--- config.mk ---
export PLATFORM = sky130hd
export DESIGN_NAME = speculative_token_verifier
export DESIGN_NICKNAME = d
export VERILOG_FILES = /design/src/rtl/stv_pkg.sv /design/src/rtl/speculative_token_verifier.sv /design/src/rtl/stv_front.sv /design/src/rtl/stv_queue.sv /design/src/rtl/stv_back.sv
export SDC_FILE = /design/constraint.sdc
export NUM_CORES = 2
export LEC_CHECK = 0
export ABC_AREA = 1
export BUFFER_PORTS_ARGS = -buffer_cell sky130_fd_sc_hd__buf_4
export CORE_MARGIN = 2
export CORE_UTILIZATION = 60
export CTS_BUF_LIST = sky130_fd_sc_hd__clkbuf_8
export DETAILED_ROUTE_END_ITERATION = 8
export PLACE_DENSITY = 0.79
export SKIP_LAST_GASP = 1
export SYNTH_ARGS = -nofsm -noshare
export SYNTH_HDL_FRONTEND = slang
export SYNTH_HIERARCHICAL = 1
export SYNTH_SLANG_ARGS = --single-unit
--- constraint.sdc ---
create_clock -name clk -period 24.6 [get_ports clk]
set_clock_uncertainty 0.15 [all_clocks]
set_input_delay 4.92 -clock clk [delete_from_list [all_inputs] [get_ports clk]]
set_output_delay 4.92 -clock clk [all_outputs]
set_load 0.005 [all_outputs]
--- src/rtl/stv_pkg.sv ---
// shared types, codes and constants of the speculative token verifier
package stv_pkg;

    localparam int TOKEN_BITS = 18;
    localparam int MAX_GROUP  = 48;
    localparam int GLEN_W     = 6;
    localparam int CNT_W      = 20;
    localparam int PROB_W     = 16;

    localparam int IN_DATA_W  = 88;
    localparam int OUT_DATA_W = 160;

    // decision codes
    localparam logic [1:0] DEC_ACCEPT  = 2'd0;
    localparam logic [1:0] DEC_REJECT  = 2'd1;
    localparam logic [1:0] DEC_GATED   = 2'd2;
    localparam logic [1:0] DEC_SAMPLED = 2'd3;

    // register indexes
    localparam logic [2:0] REG_BASE_LEN   = 3'd0;
    localparam logic [2:0] REG_MIN_LEN    = 3'd1;
    localparam logic [2:0] REG_MAX_LEN    = 3'd2;
    localparam logic [2:0] REG_GATE_THR   = 3'd3;
    localparam logic [2:0] REG_RATIO      = 3'd4;
    localparam logic [2:0] REG_STREAM_LEN = 3'd5;

    // reset values; base, min and max length and ratio also fall back to them when set to zero
    localparam logic [GLEN_W-1:0] DEF_BASE_LEN   = 6'd8;
    localparam logic [GLEN_W-1:0] DEF_MIN_LEN    = 6'd2;
    localparam logic [GLEN_W-1:0] DEF_MAX_LEN    = 6'd12;
    localparam logic [PROB_W-1:0] DEF_GATE_THR   = 16'd45875;
    localparam logic [PROB_W-1:0] DEF_RATIO      = 16'd16384;
    localparam logic [CNT_W-1:0]  DEF_STREAM_LEN = 20'd1;

    // floor(x/5) = (x * DIV5_MUL) >> DIV5_SHIFT, exact for x below 2^19
    localparam logic [18:0] DIV5_MUL   = 19'd419431;
    localparam int          DIV5_SHIFT = 21;

    typedef struct packed {
        logic [GLEN_W-1:0] base_len;
        logic [GLEN_W-1:0] min_len;
        logic [GLEN_W-1:0] max_len;
        logic [PROB_W-1:0] gate_thr;
        logic [PROB_W-1:0] ratio;
        logic [CNT_W-1:0]  run_len;
    } cfg_t;

    typedef struct packed {
        logic [1:0]            dec;
        logic [TOKEN_BITS-1:0] draft_token;
        logic [TOKEN_BITS-1:0] target_token;
        logic [PROB_W-1:0]     draft_prob;
        logic [PROB_W-1:0]     uncertainty;
        logic [PROB_W-1:0]     target_prob;
    } item_t;

    typedef struct packed {
        logic [1:0]            decision;
        logic [TOKEN_BITS-1:0] token_out;
        logic [PROB_W-1:0]     uncertainty_out;
        logic [PROB_W-1:0]     draft_prob_out;
        logic [PROB_W-1:0]     target_prob_out;
        logic [GLEN_W-1:0]     group_len_now;
        logic                  group_ends;
        logic                  last_of_run;
        logic [CNT_W-1:0]      accepted_total;
        logic [CNT_W-1:0]      rejected_total;
        logic [CNT_W-1:0]      gated_total;
        logic [CNT_W-1:0]      target_calls_total;
    } result_t;

endpackage

--- src/rtl/speculative_token_verifier.sv ---
// a result is registered once its input has passed the queue, then group setup, then commit
// the back end takes one token pair at a time through a two-step sequence
//   (group setup, then commit; output back-pressure stalls the commit); a reject's sampled record drains meanwhile
// a two-entry queue lets the input side keep accepting while results wait
// reset: counters, group state and uncertainty average clear to zero,
//   configuration registers return to their defaults
module speculative_token_verifier
(
    input  logic                             clk,
    input  logic                             rst_n,
    // config write channel
    input  logic                             cfg_valid,
    output logic                             cfg_ready,
    input  logic [2:0]                       cfg_index,
    input  logic [stv_pkg::CNT_W-1:0]        cfg_data,
    // input stream
    input  logic                             s_tvalid,
    output logic                             s_tready,
    // draft_token, draft_prob, draft_uncertainty, target_token, target_prob, zero pad
    input  logic [stv_pkg::IN_DATA_W-1:0]    s_tdata,
    // output stream
    output logic                             m_tvalid,
    input  logic                             m_tready,
    // token_out, uncertainty_out, draft_prob_out, target_prob_out, group_len_now,
    // group_ends, accepted_total, rejected_total, gated_total, target_calls_total,
    // zero pad
    output logic [stv_pkg::OUT_DATA_W-1:0]   m_tdata,
    // decision
    output logic [1:0]                       m_tuser,
    output logic                             m_tlast
);

    stv_pkg::cfg_t    cfg_reg;
    stv_pkg::item_t   front_item;
    stv_pkg::item_t   head_item;
    stv_pkg::result_t result;
    logic             q_full;
    logic             head_valid;
    logic             pop;
    logic             push;

    assign cfg_ready = 1'b1;

    always_ff @(posedge clk or negedge rst_n)
    begin
        if (!rst_n)
        begin
            cfg_reg.base_len   <= stv_pkg::DEF_BASE_LEN;
            cfg_reg.min_len    <= stv_pkg::DEF_MIN_LEN;
            cfg_reg.max_len    <= stv_pkg::DEF_MAX_LEN;
            cfg_reg.gate_thr   <= stv_pkg::DEF_GATE_THR;
            cfg_reg.ratio      <= stv_pkg::DEF_RATIO;
            cfg_reg.run_len    <= stv_pkg::DEF_STREAM_LEN;
        end
        else if (cfg_valid)
        begin
            unique case (cfg_index)
                stv_pkg::REG_BASE_LEN:   cfg_reg.base_len   <= cfg_data[5:0];
                stv_pkg::REG_MIN_LEN:    cfg_reg.min_len    <= cfg_data[5:0];
                stv_pkg::REG_MAX_LEN:    cfg_reg.max_len    <= cfg_data[5:0];
                stv_pkg::REG_GATE_THR:   cfg_reg.gate_thr   <= cfg_data[15:0];
                stv_pkg::REG_RATIO:      cfg_reg.ratio      <= cfg_data[15:0];
                stv_pkg::REG_STREAM_LEN: cfg_reg.run_len    <= cfg_data;
                default:                 cfg_reg            <= cfg_reg;
            endcase
        end
    end

    assign s_tready = !q_full;
    assign push     = s_tvalid && !q_full;

    stv_front u_front
    (
        .cfg   (cfg_reg),
        .tdata (s_tdata),
        .item  (front_item)
    );

    stv_queue u_queue
    (
        .clk        (clk),
        .rst_n      (rst_n),
        .push       (push),
        .push_item  (front_item),
        .full       (q_full),
        .pop        (pop),
        .head_valid (head_valid),
        .head_item  (head_item)
    );

    stv_back u_back
    (
        .clk        (clk),
        .rst_n      (rst_n),
        .cfg        (cfg_reg),
        .head_valid (head_valid),
        .head_item  (head_item),
        .pop        (pop),
        .out_ready  (m_tready),
        .out_valid  (m_tvalid),
        .out_result (result)
    );

    assign m_tuser = result.decision;
    assign m_tlast = result.last_of_run;
    assign m_tdata = {7'd0,
                      result.target_calls_total,
                      result.gated_total,
                      result.rejected_total,
                      result.accepted_total,
                      result.group_ends,
                      result.group_len_now,
                      result.target_prob_out,
                      result.draft_prob_out,
                      result.uncertainty_out,
                      result.token_out};

endmodule

--- src/rtl/stv_front.sv ---
// front end: unpacks an input transaction and classifies it as gated, accept or reject
module stv_front
(
    input  stv_pkg::cfg_t                    cfg,
    input  logic [stv_pkg::IN_DATA_W-1:0]    tdata,
    output stv_pkg::item_t                   item
);

    logic [stv_pkg::TOKEN_BITS-1:0] draft_token;
    logic [stv_pkg::TOKEN_BITS-1:0] target_token;
    logic [stv_pkg::PROB_W-1:0]     draft_prob;
    logic [stv_pkg::PROB_W-1:0]     uncertainty;
    logic [stv_pkg::PROB_W-1:0]     target_prob;
    logic [stv_pkg::PROB_W-1:0]     ratio_eff;
    logic [31:0]                    need;
    logic [31:0]                    have;
    logic                           gated;
    logic                           pass;

    assign draft_token  = tdata[17:0];
    assign draft_prob   = tdata[33:18];
    assign uncertainty  = tdata[49:34];
    assign target_token = tdata[67:50];
    assign target_prob  = tdata[83:68];

    always_comb
    begin
        ratio_eff = (cfg.ratio == '0) ? stv_pkg::DEF_RATIO : cfg.ratio;
        need      = 32'(ratio_eff) * 32'(draft_prob);
        // target_prob in Q2.14 scale against ratio * draft_prob
        have      = {2'b00, target_prob, 14'd0};
        gated     = uncertainty > cfg.gate_thr;
        pass      = (draft_token == target_token) && (have >= need);

        item.draft_token  = draft_token;
        item.target_token = target_token;
        item.draft_prob   = draft_prob;
        item.uncertainty  = uncertainty;
        item.target_prob  = target_prob;
        if (gated)
        begin
            item.dec = stv_pkg::DEC_GATED;
        end
        else if (pass)
        begin
            item.dec = stv_pkg::DEC_ACCEPT;
        end
        else
        begin
            item.dec = stv_pkg::DEC_REJECT;
        end
    end

endmodule

--- src/rtl/stv_queue.sv ---
// two-entry queue of classified items between front and back
module stv_queue
(
    input  logic           clk,
    input  logic           rst_n,
    input  logic           push,
    input  stv_pkg::item_t push_item,
    output logic           full,
    input  logic           pop,
    output logic           head_valid,
    output stv_pkg::item_t head_item
);

    stv_pkg::item_t mem [2];
    logic [1:0]     count_reg;
    logic [1:0]     count_next;
    logic           wr_ptr_reg;
    logic           rd_ptr_reg;

    assign full       = (count_reg == 2'd2);
    assign head_valid = (count_reg != 2'd0);
    assign head_item  = mem[rd_ptr_reg];

    always_comb
    begin
        count_next = count_reg;
        if (push && !pop)
        begin
            count_next = count_reg + 2'd1;
        end
        else if (pop && !push)
        begin
            count_next = count_reg - 2'd1;
        end
    end

    always_ff @(posedge clk)
    begin
        if (push)
        begin
            mem[wr_ptr_reg] <= push_item;
        end
    end

    always_ff @(posedge clk or negedge rst_n)
    begin
        if (!rst_n)
        begin
            count_reg  <= 2'd0;
            wr_ptr_reg <= 1'b0;
            rd_ptr_reg <= 1'b0;
        end
        else
        begin
            count_reg <= count_next;
            if (push)
            begin
                wr_ptr_reg <= ~wr_ptr_reg;
            end
            if (pop)
            begin
                rd_ptr_reg <= ~rd_ptr_reg;
            end
        end
    end

endmodule

--- src/rtl/stv_back.sv ---
// back end: group bookkeeping, counters, uncertainty average and result output
module stv_back
(
    input  logic             clk,
    input  logic             rst_n,
    input  stv_pkg::cfg_t    cfg,
    input  logic             head_valid,
    input  stv_pkg::item_t   head_item,
    output logic             pop,
    input  logic             out_ready,
    output logic             out_valid,
    output stv_pkg::result_t out_result
);

    localparam logic PH_SETUP = 1'b0;
    localparam logic PH_EMIT  = 1'b1;

    logic                        phase_reg;
    logic                        phase_next;
    logic [stv_pkg::CNT_W-1:0]   stream_pos_reg;
    logic                        in_group_reg;
    logic [stv_pkg::GLEN_W-1:0]  group_len_reg;
    logic [stv_pkg::GLEN_W-1:0]  group_done_reg;
    logic [stv_pkg::PROB_W-1:0]  ema_reg;
    logic [stv_pkg::CNT_W-1:0]   acc_reg;
    logic [stv_pkg::CNT_W-1:0]   rej_reg;
    logic [stv_pkg::CNT_W-1:0]   gate_reg;

    stv_pkg::result_t            out_reg;
    logic                        out_valid_reg;
    stv_pkg::result_t            sec_reg;
    logic                        sec_valid_reg;

    // group length calculation
    logic [stv_pkg::GLEN_W-1:0]  base_eff;
    logic [stv_pkg::GLEN_W-1:0]  min_eff;
    logic [stv_pkg::GLEN_W-1:0]  max_eff;
    logic [16:0]                 one_minus;
    logic [23:0]                 rnd;
    logic [7:0]                  g_round;
    logic [7:0]                  g_lo;
    logic [7:0]                  g_hi;
    logic [7:0]                  g_cap;
    logic [stv_pkg::CNT_W-1:0]   left;
    logic [stv_pkg::CNT_W-1:0]   g_left;
    logic [stv_pkg::GLEN_W-1:0]  glen_calc;

    // commit step
    logic                        setup_go;
    logic                        emit_ok;
    logic                        emit_go;
    logic [stv_pkg::CNT_W:0]     pos_inc;
    logic                        stream_end;
    logic                        ends;
    logic                        is_rej;
    logic [stv_pkg::CNT_W-1:0]   acc_next;
    logic [stv_pkg::CNT_W-1:0]   rej_next;
    logic [stv_pkg::CNT_W-1:0]   gate_next;
    logic [18:0]                 ema_sum;
    logic [37:0]                 ema_prod;
    logic [stv_pkg::PROB_W-1:0]  ema_next;
    stv_pkg::result_t            r1;
    stv_pkg::result_t            r2;

    always_comb
    begin
        base_eff  = (cfg.base_len == '0) ? stv_pkg::DEF_BASE_LEN : cfg.base_len;
        min_eff   = (cfg.min_len == '0) ? stv_pkg::DEF_MIN_LEN : cfg.min_len;
        max_eff   = (cfg.max_len == '0) ? stv_pkg::DEF_MAX_LEN : cfg.max_len;
        if (min_eff > max_eff)
        begin
            min_eff = max_eff;
        end
        one_minus = 17'h10000 - 17'(ema_reg);
        rnd       = 24'(base_eff) * 24'(one_minus) + 24'h008000;
        g_round   = rnd[23:16];
        g_lo      = (g_round < 8'(min_eff)) ? 8'(min_eff) : g_round;
        g_hi      = (g_lo > 8'(max_eff)) ? 8'(max_eff) : g_lo;
        g_cap     = (g_hi > 8'(stv_pkg::MAX_GROUP)) ? 8'(max_eff) : g_hi;
        left      = (cfg.run_len > stream_pos_reg) ? (cfg.run_len - stream_pos_reg)
                                                    : 20'd1;
        g_left    = (20'(g_cap) > left) ? left : 20'(g_cap);
        glen_calc = g_left[stv_pkg::GLEN_W-1:0];
    end

    always_comb
    begin
        setup_go   = (phase_reg == PH_SETUP) && head_valid;
        emit_ok    = (!out_valid_reg || out_ready) && !sec_valid_reg;
        emit_go    = (phase_reg == PH_EMIT) && emit_ok;
        pop        = emit_go;

        is_rej     = (head_item.dec == stv_pkg::DEC_REJECT);
        acc_next   = acc_reg + 20'((head_item.dec == stv_pkg::DEC_ACCEPT) ? 1 : 0);
        rej_next   = rej_reg + 20'(is_rej ? 1 : 0);
        gate_next  = gate_reg + 20'((head_item.dec == stv_pkg::DEC_GATED) ? 1 : 0);
        pos_inc    = 21'(stream_pos_reg) + 21'd1;
        stream_end = pos_inc >= 21'(cfg.run_len);
        ends       = (head_item.dec != stv_pkg::DEC_ACCEPT)
                  || (group_done_reg >= group_len_reg) || stream_end;

        // (3*unc + 2*ema + 2) / 5 by reciprocal multiply
        ema_sum    = 19'({head_item.uncertainty, 1'b0}) + 19'(head_item.uncertainty)
                   + 19'({ema_reg, 1'b0}) + 19'd2;
        ema_prod   = 38'(ema_sum) * 38'(stv_pkg::DIV5_MUL);
        ema_next   = ema_prod[stv_pkg::DIV5_SHIFT+15:stv_pkg::DIV5_SHIFT];

        r1.decision           = head_item.dec;
        r1.token_out          = head_item.draft_token;
        r1.uncertainty_out    = head_item.uncertainty;
        r1.draft_prob_out     = head_item.draft_prob;
        r1.target_prob_out    = (head_item.dec == stv_pkg::DEC_GATED) ? '0
                                                                      : head_item.target_prob;
        r1.group_len_now      = group_len_reg;
        r1.group_ends         = ends;
        r1.last_of_run        = !is_rej;
        r1.accepted_total     = acc_next;
        r1.rejected_total     = rej_next;
        r1.gated_total        = gate_next;
        r1.target_calls_total = acc_next + rej_next;

        r2             = r1;
        r2.decision    = stv_pkg::DEC_SAMPLED;
        r2.token_out   = head_item.target_token;
        r2.last_of_run = 1'b1;

        phase_next = phase_reg;
        if (setup_go)
        begin
            phase_next = PH_EMIT;
        end
        else if (emit_go)
        begin
            phase_next = PH_SETUP;
        end
    end

    always_ff @(posedge clk or negedge rst_n)
    begin
        if (!rst_n)
        begin
            phase_reg      <= PH_SETUP;
            stream_pos_reg <= '0;
            in_group_reg   <= 1'b0;
            group_len_reg  <= '0;
            group_done_reg <= '0;
            ema_reg        <= '0;
            acc_reg        <= '0;
            rej_reg        <= '0;
            gate_reg       <= '0;
            out_valid_reg  <= 1'b0;
            sec_valid_reg  <= 1'b0;
        end
        else
        begin
            phase_reg <= phase_next;

            if (setup_go)
            begin
                if (!in_group_reg)
                begin
                    group_len_reg  <= glen_calc;
                    group_done_reg <= 6'd1;
                    in_group_reg   <= 1'b1;
                end
                else
                begin
                    group_done_reg <= group_done_reg + 6'd1;
                end
            end

            if (emit_go)
            begin
                if (stream_end)
                begin
                    stream_pos_reg <= '0;
                    in_group_reg   <= 1'b0;
                    group_len_reg  <= '0;
                    group_done_reg <= '0;
                    ema_reg        <= '0;
                    acc_reg        <= '0;
                    rej_reg        <= '0;
                    gate_reg       <= '0;
                end
                else
                begin
                    stream_pos_reg <= pos_inc[stv_pkg::CNT_W-1:0];
                    acc_reg        <= acc_next;
                    rej_reg        <= rej_next;
                    gate_reg       <= gate_next;
                    if (ends)
                    begin
                        in_group_reg <= 1'b0;
                        ema_reg      <= ema_next;
                    end
                end
            end

            // output register, fed by a new commit or by a waiting sampled record
            if (emit_go)
            begin
                out_valid_reg <= 1'b1;
                sec_valid_reg <= is_rej;
            end
            else if (sec_valid_reg && (!out_valid_reg || out_ready))
            begin
                out_valid_reg <= 1'b1;
                sec_valid_reg <= 1'b0;
            end
            else if (out_ready)
            begin
                out_valid_reg <= 1'b0;
            end
        end
    end

    always_ff @(posedge clk)
    begin
        if (emit_go)
        begin
            out_reg <= r1;
            sec_reg <= r2;
        end
        else if (sec_valid_reg && (!out_valid_reg || out_ready))
        begin
            out_reg <= sec_reg;
        end
    end

    assign out_valid  = out_valid_reg;
    assign out_result = out_reg;

endmodule

==> parameters.txt <==
Parameter                              Value

Placed design
  Number of I/O port buffers ... approximately 270
  Placed Instance Area ... about 0.054 mm^2
  Final RePlAce weighted congestion ... just over 0.9
  Half-perimeter wire length after placement ... about 90 mm

Critical path
  Master of the slowest instance on the critical path ... sky130_fd_sc_hd__fa_1
  Endpoint required time on the critical path ... ~25 ns
  CP endpoint kind ... flip-flop
  Crit path kind ... in2reg
  Most numerous cell on the critical path ... sky130_fd_sc_hd__fa_1
  Critical path capture point ... u_queue/mem[0][84]$_DFFE_PP_
  Maximum fanout encountered on the critical timing path ... 18
  Worst reg2reg path endpoint ... u_back/group_len_reg[1]$_DFF_PN0_
  Crit path DAT ... 11.42 ns
  Worst Setup SP ... s_tdata[19]
  Slack of the worst reg-to-reg path ... between 10 and 15 ns
  Count of buffering cells on the critical path with inverters included ... 5
  Depth of the worst register-to-register path ... 57
  Critical path depth ... 27
  Family of cells with the greatest summed delay on the critical path ... adder cells
  Stage delay of the slowest cell on the critical path ... around 0.57 ns
  Worst R2R Start ... u_back/ema_reg[0]$_DFFE_PN0P_
  Startpoint types ... input port

Global routing
  Pin count of the biggest net entering global routing ... approximately 200
  Global-route wire length before repair ... around 190 mm
  Global-route congestion overflow total ... 0
  Number of global-route vias before repair ... roughly 38000
  Number of antenna violations at the first check in global routing ... 9
  Global-route usage over all layers ... between 20% and 30%

Clock tree
  PostCTS Resize Cnt ... 0
  TritonCTS clock tree ... yes
  Clock tree root driver cell ... sky130_fd_sc_hd__clkbuf_8
  CTS H-Tree Depth ... 3
  # clock sinks ... ~670
  Num CTS Buffers ... 105
  Clock-pin slew reported for the worst setup and hold paths after clock tree synthesis ... around 0.060 ns
  CTS Buffer Depth ... 3
  Hold bufs inserted after CTS ... 0
  Number of post-CTS setup repair buffers ... 0
  Clock Latency Late Sink ... approximately 0.75 ns

Routing
  Number of DRC markers in iteration 0 ... between 2000 and 3000
  Total detailed-routing wirelength ... roughly 120 mm
  Routed via count divided by cell count ... between 5 and 6
  Antenna-violating nets left ... 0
  Residual DRC ... 0
  Vias ... about 37000
  Wirelength per Cell ... ~17 um
  Detailed-router iteration count before antenna repair ... 7

Worst hold path
  Kind of path behind the tightest hold check ... reg2reg

Cells and area
  Most frequent cells in the layout ... sky130_fd_sc_hd__nand2_1 (1426), sky130_fd_sc_hd__inv_1 (1001), sky130_fd_sc_hd__edfxtp_1 (481)
  Area growth from synthesis to layout ... 8.46%
  Layout Cell Area excl Fill ... between 0.05 and 0.06 mm^2
  Net count reported at finish ... 6609
  Layout cells sized above 1 ... a little over a tenth
  Max FFs per register ... between 150 and 200
  Most frequent standard cell in the layout excluding fill and tap cells ... sky130_fd_sc_hd__nand2_1

STA
  Number of max-slew violations in the final report ... 0
  Fin. Hold Viols ... 0
  Shortest clock period the worst path allows after layout ... between 10 and 15 ns
  Portion of the clock cycle consumed by the worst path in the final layout ... about 45%
  Setup TNS ... 0 ns
  Top achievable clock speed ... around 91 MHz
  Setup repair after global routing missed its margin ... false
  Actual slew at the worst max-slew pin ... 1.09 ns
  Worst slew margin relative to its limit ... 27.2%
  Final setup violation count ... 0

Yosys
  Proportion of register bits with asynchronous set or reset after synthesis ... roughly 28%
  Synth Instances ... 5477
  Primary flip-flop cell chosen by synthesis mapping ... sky130_fd_sc_hd__edfxtp_1
  Post-synth EDFFs ... 481
  Combined area of all synthesized cells ... 0.0513 mm^2
  Average cell area after synthesis ... ~9.4 um^2
  Post-synth cell types ... 65
  Yosys synthesis warning count ... 6
  Register area share after synthesis ... between 30% and 40%
  Flop and latch count out of synthesis ... ~670

Floorplan
  CORE AREA ... between 0.08 and 0.09 mm^2
  Starting Density ... roughly three fifths
  Rows ... 107
  DIE AREA ... 0.0879 mm^2
  Ports ... between 200 and 300
  Die outline width ... approximately 300 um
  Overall die height ... around 300 um

Flow run
  Number of violations of the max-capacitance limit ... 0

Status
  Run status ... completed
how the worst min path moves through the flow:
stage	start	endpoint	slack, ns	cells after the start
after global placement	cfg_reg[59]$_DFFE_PN1P_	cfg_reg[59]$_DFFE_PN1P_	0.30	2
after detailed placement	cfg_reg[48]$_DFFE_PN1P_	cfg_reg[48]$_DFFE_PN1P_	0.31	2
after global routing	cfg_reg[48]$_DFFE_PN1P_	cfg_reg[48]$_DFFE_PN1P_	0.33	2
final	cfg_reg[40]$_DFFE_PN1P_	cfg_reg[40]$_DFFE_PN1P_	0.32	2
after CTS	u_back/sec_reg[135]$_DFFE_PP_	u_back/out_result[135]$_DFFE_PP_	0.32	2
after floorplan	cfg_reg[20]$_DFFE_PN0P_	cfg_reg[20]$_DFFE_PN0P_	0.29	2
metal layers:
metal  GRT usage [%]  wire (um)  vias to the layer above
met4            11.9       4790                       10
met2            47.6      58900                     1101
met5               0         62                        -
met3            4.18       7100                      281
li1                -          -                    17600
met1            34.7      48300                    17900
final cells by class:
| cell class | count | area (um^2) |
|---|---|---|
| clock inverters | 84 | 488 |
| repair buffers | 288 | 2180 |
| flip-flops and latches | 667 | 19100 |
| clock buffers | 111 | 1530 |
| diodes | 4 | 10.0 |
| fillers | 6670 | 29400 |
| inverters | 961 | 3620 |
| multi-input cells | 3607 | 27300 |
| well taps | 1144 | 1430 |
kinds of logic (layout without fill, tap and decap cells):
| kind of cell | after synthesis | in the layout | synth area share (%) |
|---|---|---|---|
| DFF | 667 | 667 | 37.3 |
| and+or+nand+nor | 2064 | 2064 | 16.5 |
| xor gates and xnor gates | 172 | 172 | 2.94 |
| other | 3 | 14 | 0.0219 |
| muxes | 86 | 86 | 2.11 |
| buffers and inverters | 1210 | 1444 | 9.68 |
| AOI/OAI and AO/OA | 412 | 412 | 4.58 |
| adders and majority gates | 863 | 863 | 27.0 |
synthesized netlist by cell type, types with 7 or more instances:
master                     number  area share (%)
sky130_fd_sc_hd__nand2_1     1426              10
sky130_fd_sc_hd__inv_1        946             6.9
sky130_fd_sc_hd__edfxtp_1     481              28
sky130_fd_sc_hd__ha_1         459              11
sky130_fd_sc_hd__fa_1         404              16
sky130_fd_sc_hd__nor2_1       281             2.1
sky130_fd_sc_hd__a21oi_1      189             1.8
sky130_fd_sc_hd__nand3_1      189             1.8
sky130_fd_sc_hd__dfrtp_1      171             8.3
sky130_fd_sc_hd__clkbuf_1     127            0.93
sky130_fd_sc_hd__xor2_1       126             2.2
sky130_fd_sc_hd__o21ai_0      105             1.0
sky130_fd_sc_hd__buf_4         93             1.4
sky130_fd_sc_hd__mux2_2        56             1.2
sky130_fd_sc_hd__xnor2_1       46            0.79
sky130_fd_sc_hd__nand4_1       43            0.52
sky130_fd_sc_hd__nor3_1        38            0.37
sky130_fd_sc_hd__mux2_4        30            0.88
sky130_fd_sc_hd__o22ai_1       27            0.33
sky130_fd_sc_hd__buf_2         19            0.19
sky130_fd_sc_hd__nor4_1        17            0.21
sky130_fd_sc_hd__dfstp_2       15            0.77
sky130_fd_sc_hd__or2_2         15            0.18
sky130_fd_sc_hd__o21bai_1      14            0.20
sky130_fd_sc_hd__inv_2         12           0.088
sky130_fd_sc_hd__nand2_2       11            0.13
sky130_fd_sc_hd__a21o_1        10            0.15
sky130_fd_sc_hd__o211ai_1      10            0.15
sky130_fd_sc_hd__o21a_1         9            0.13
sky130_fd_sc_hd__o21ai_1        9           0.088
sky130_fd_sc_hd__nor2_2         8           0.098
sky130_fd_sc_hd__and2_1         7           0.085
sky130_fd_sc_hd__buf_6          7            0.15
sky130_fd_sc_hd__nand3_2        7            0.14
stage by stage:
stage	worst slack [ns]	hold slack, ns	std cells	util (%)
global route	12.66	0.327	6865	65.5
detailed placement	12.90	0.309	6667	63.1
CTS	13.68	0.318	6862	65.4
global placement	12.96	0.303	6667	63.1
finish	13.60	0.319	6866	65.5
floorplan	11.05	0.290	5484	-
worst min-delay path: cells and delay by family, from the launching register on:
family	cells	cell delay, ns
flip-flops	1	0.37
AND/OR/NAND/NOR	2	0.10
Power is left out: the tool's default activity adds up to more than one toggle a clock period on the data nets, which glitch-free logic cannot reach.
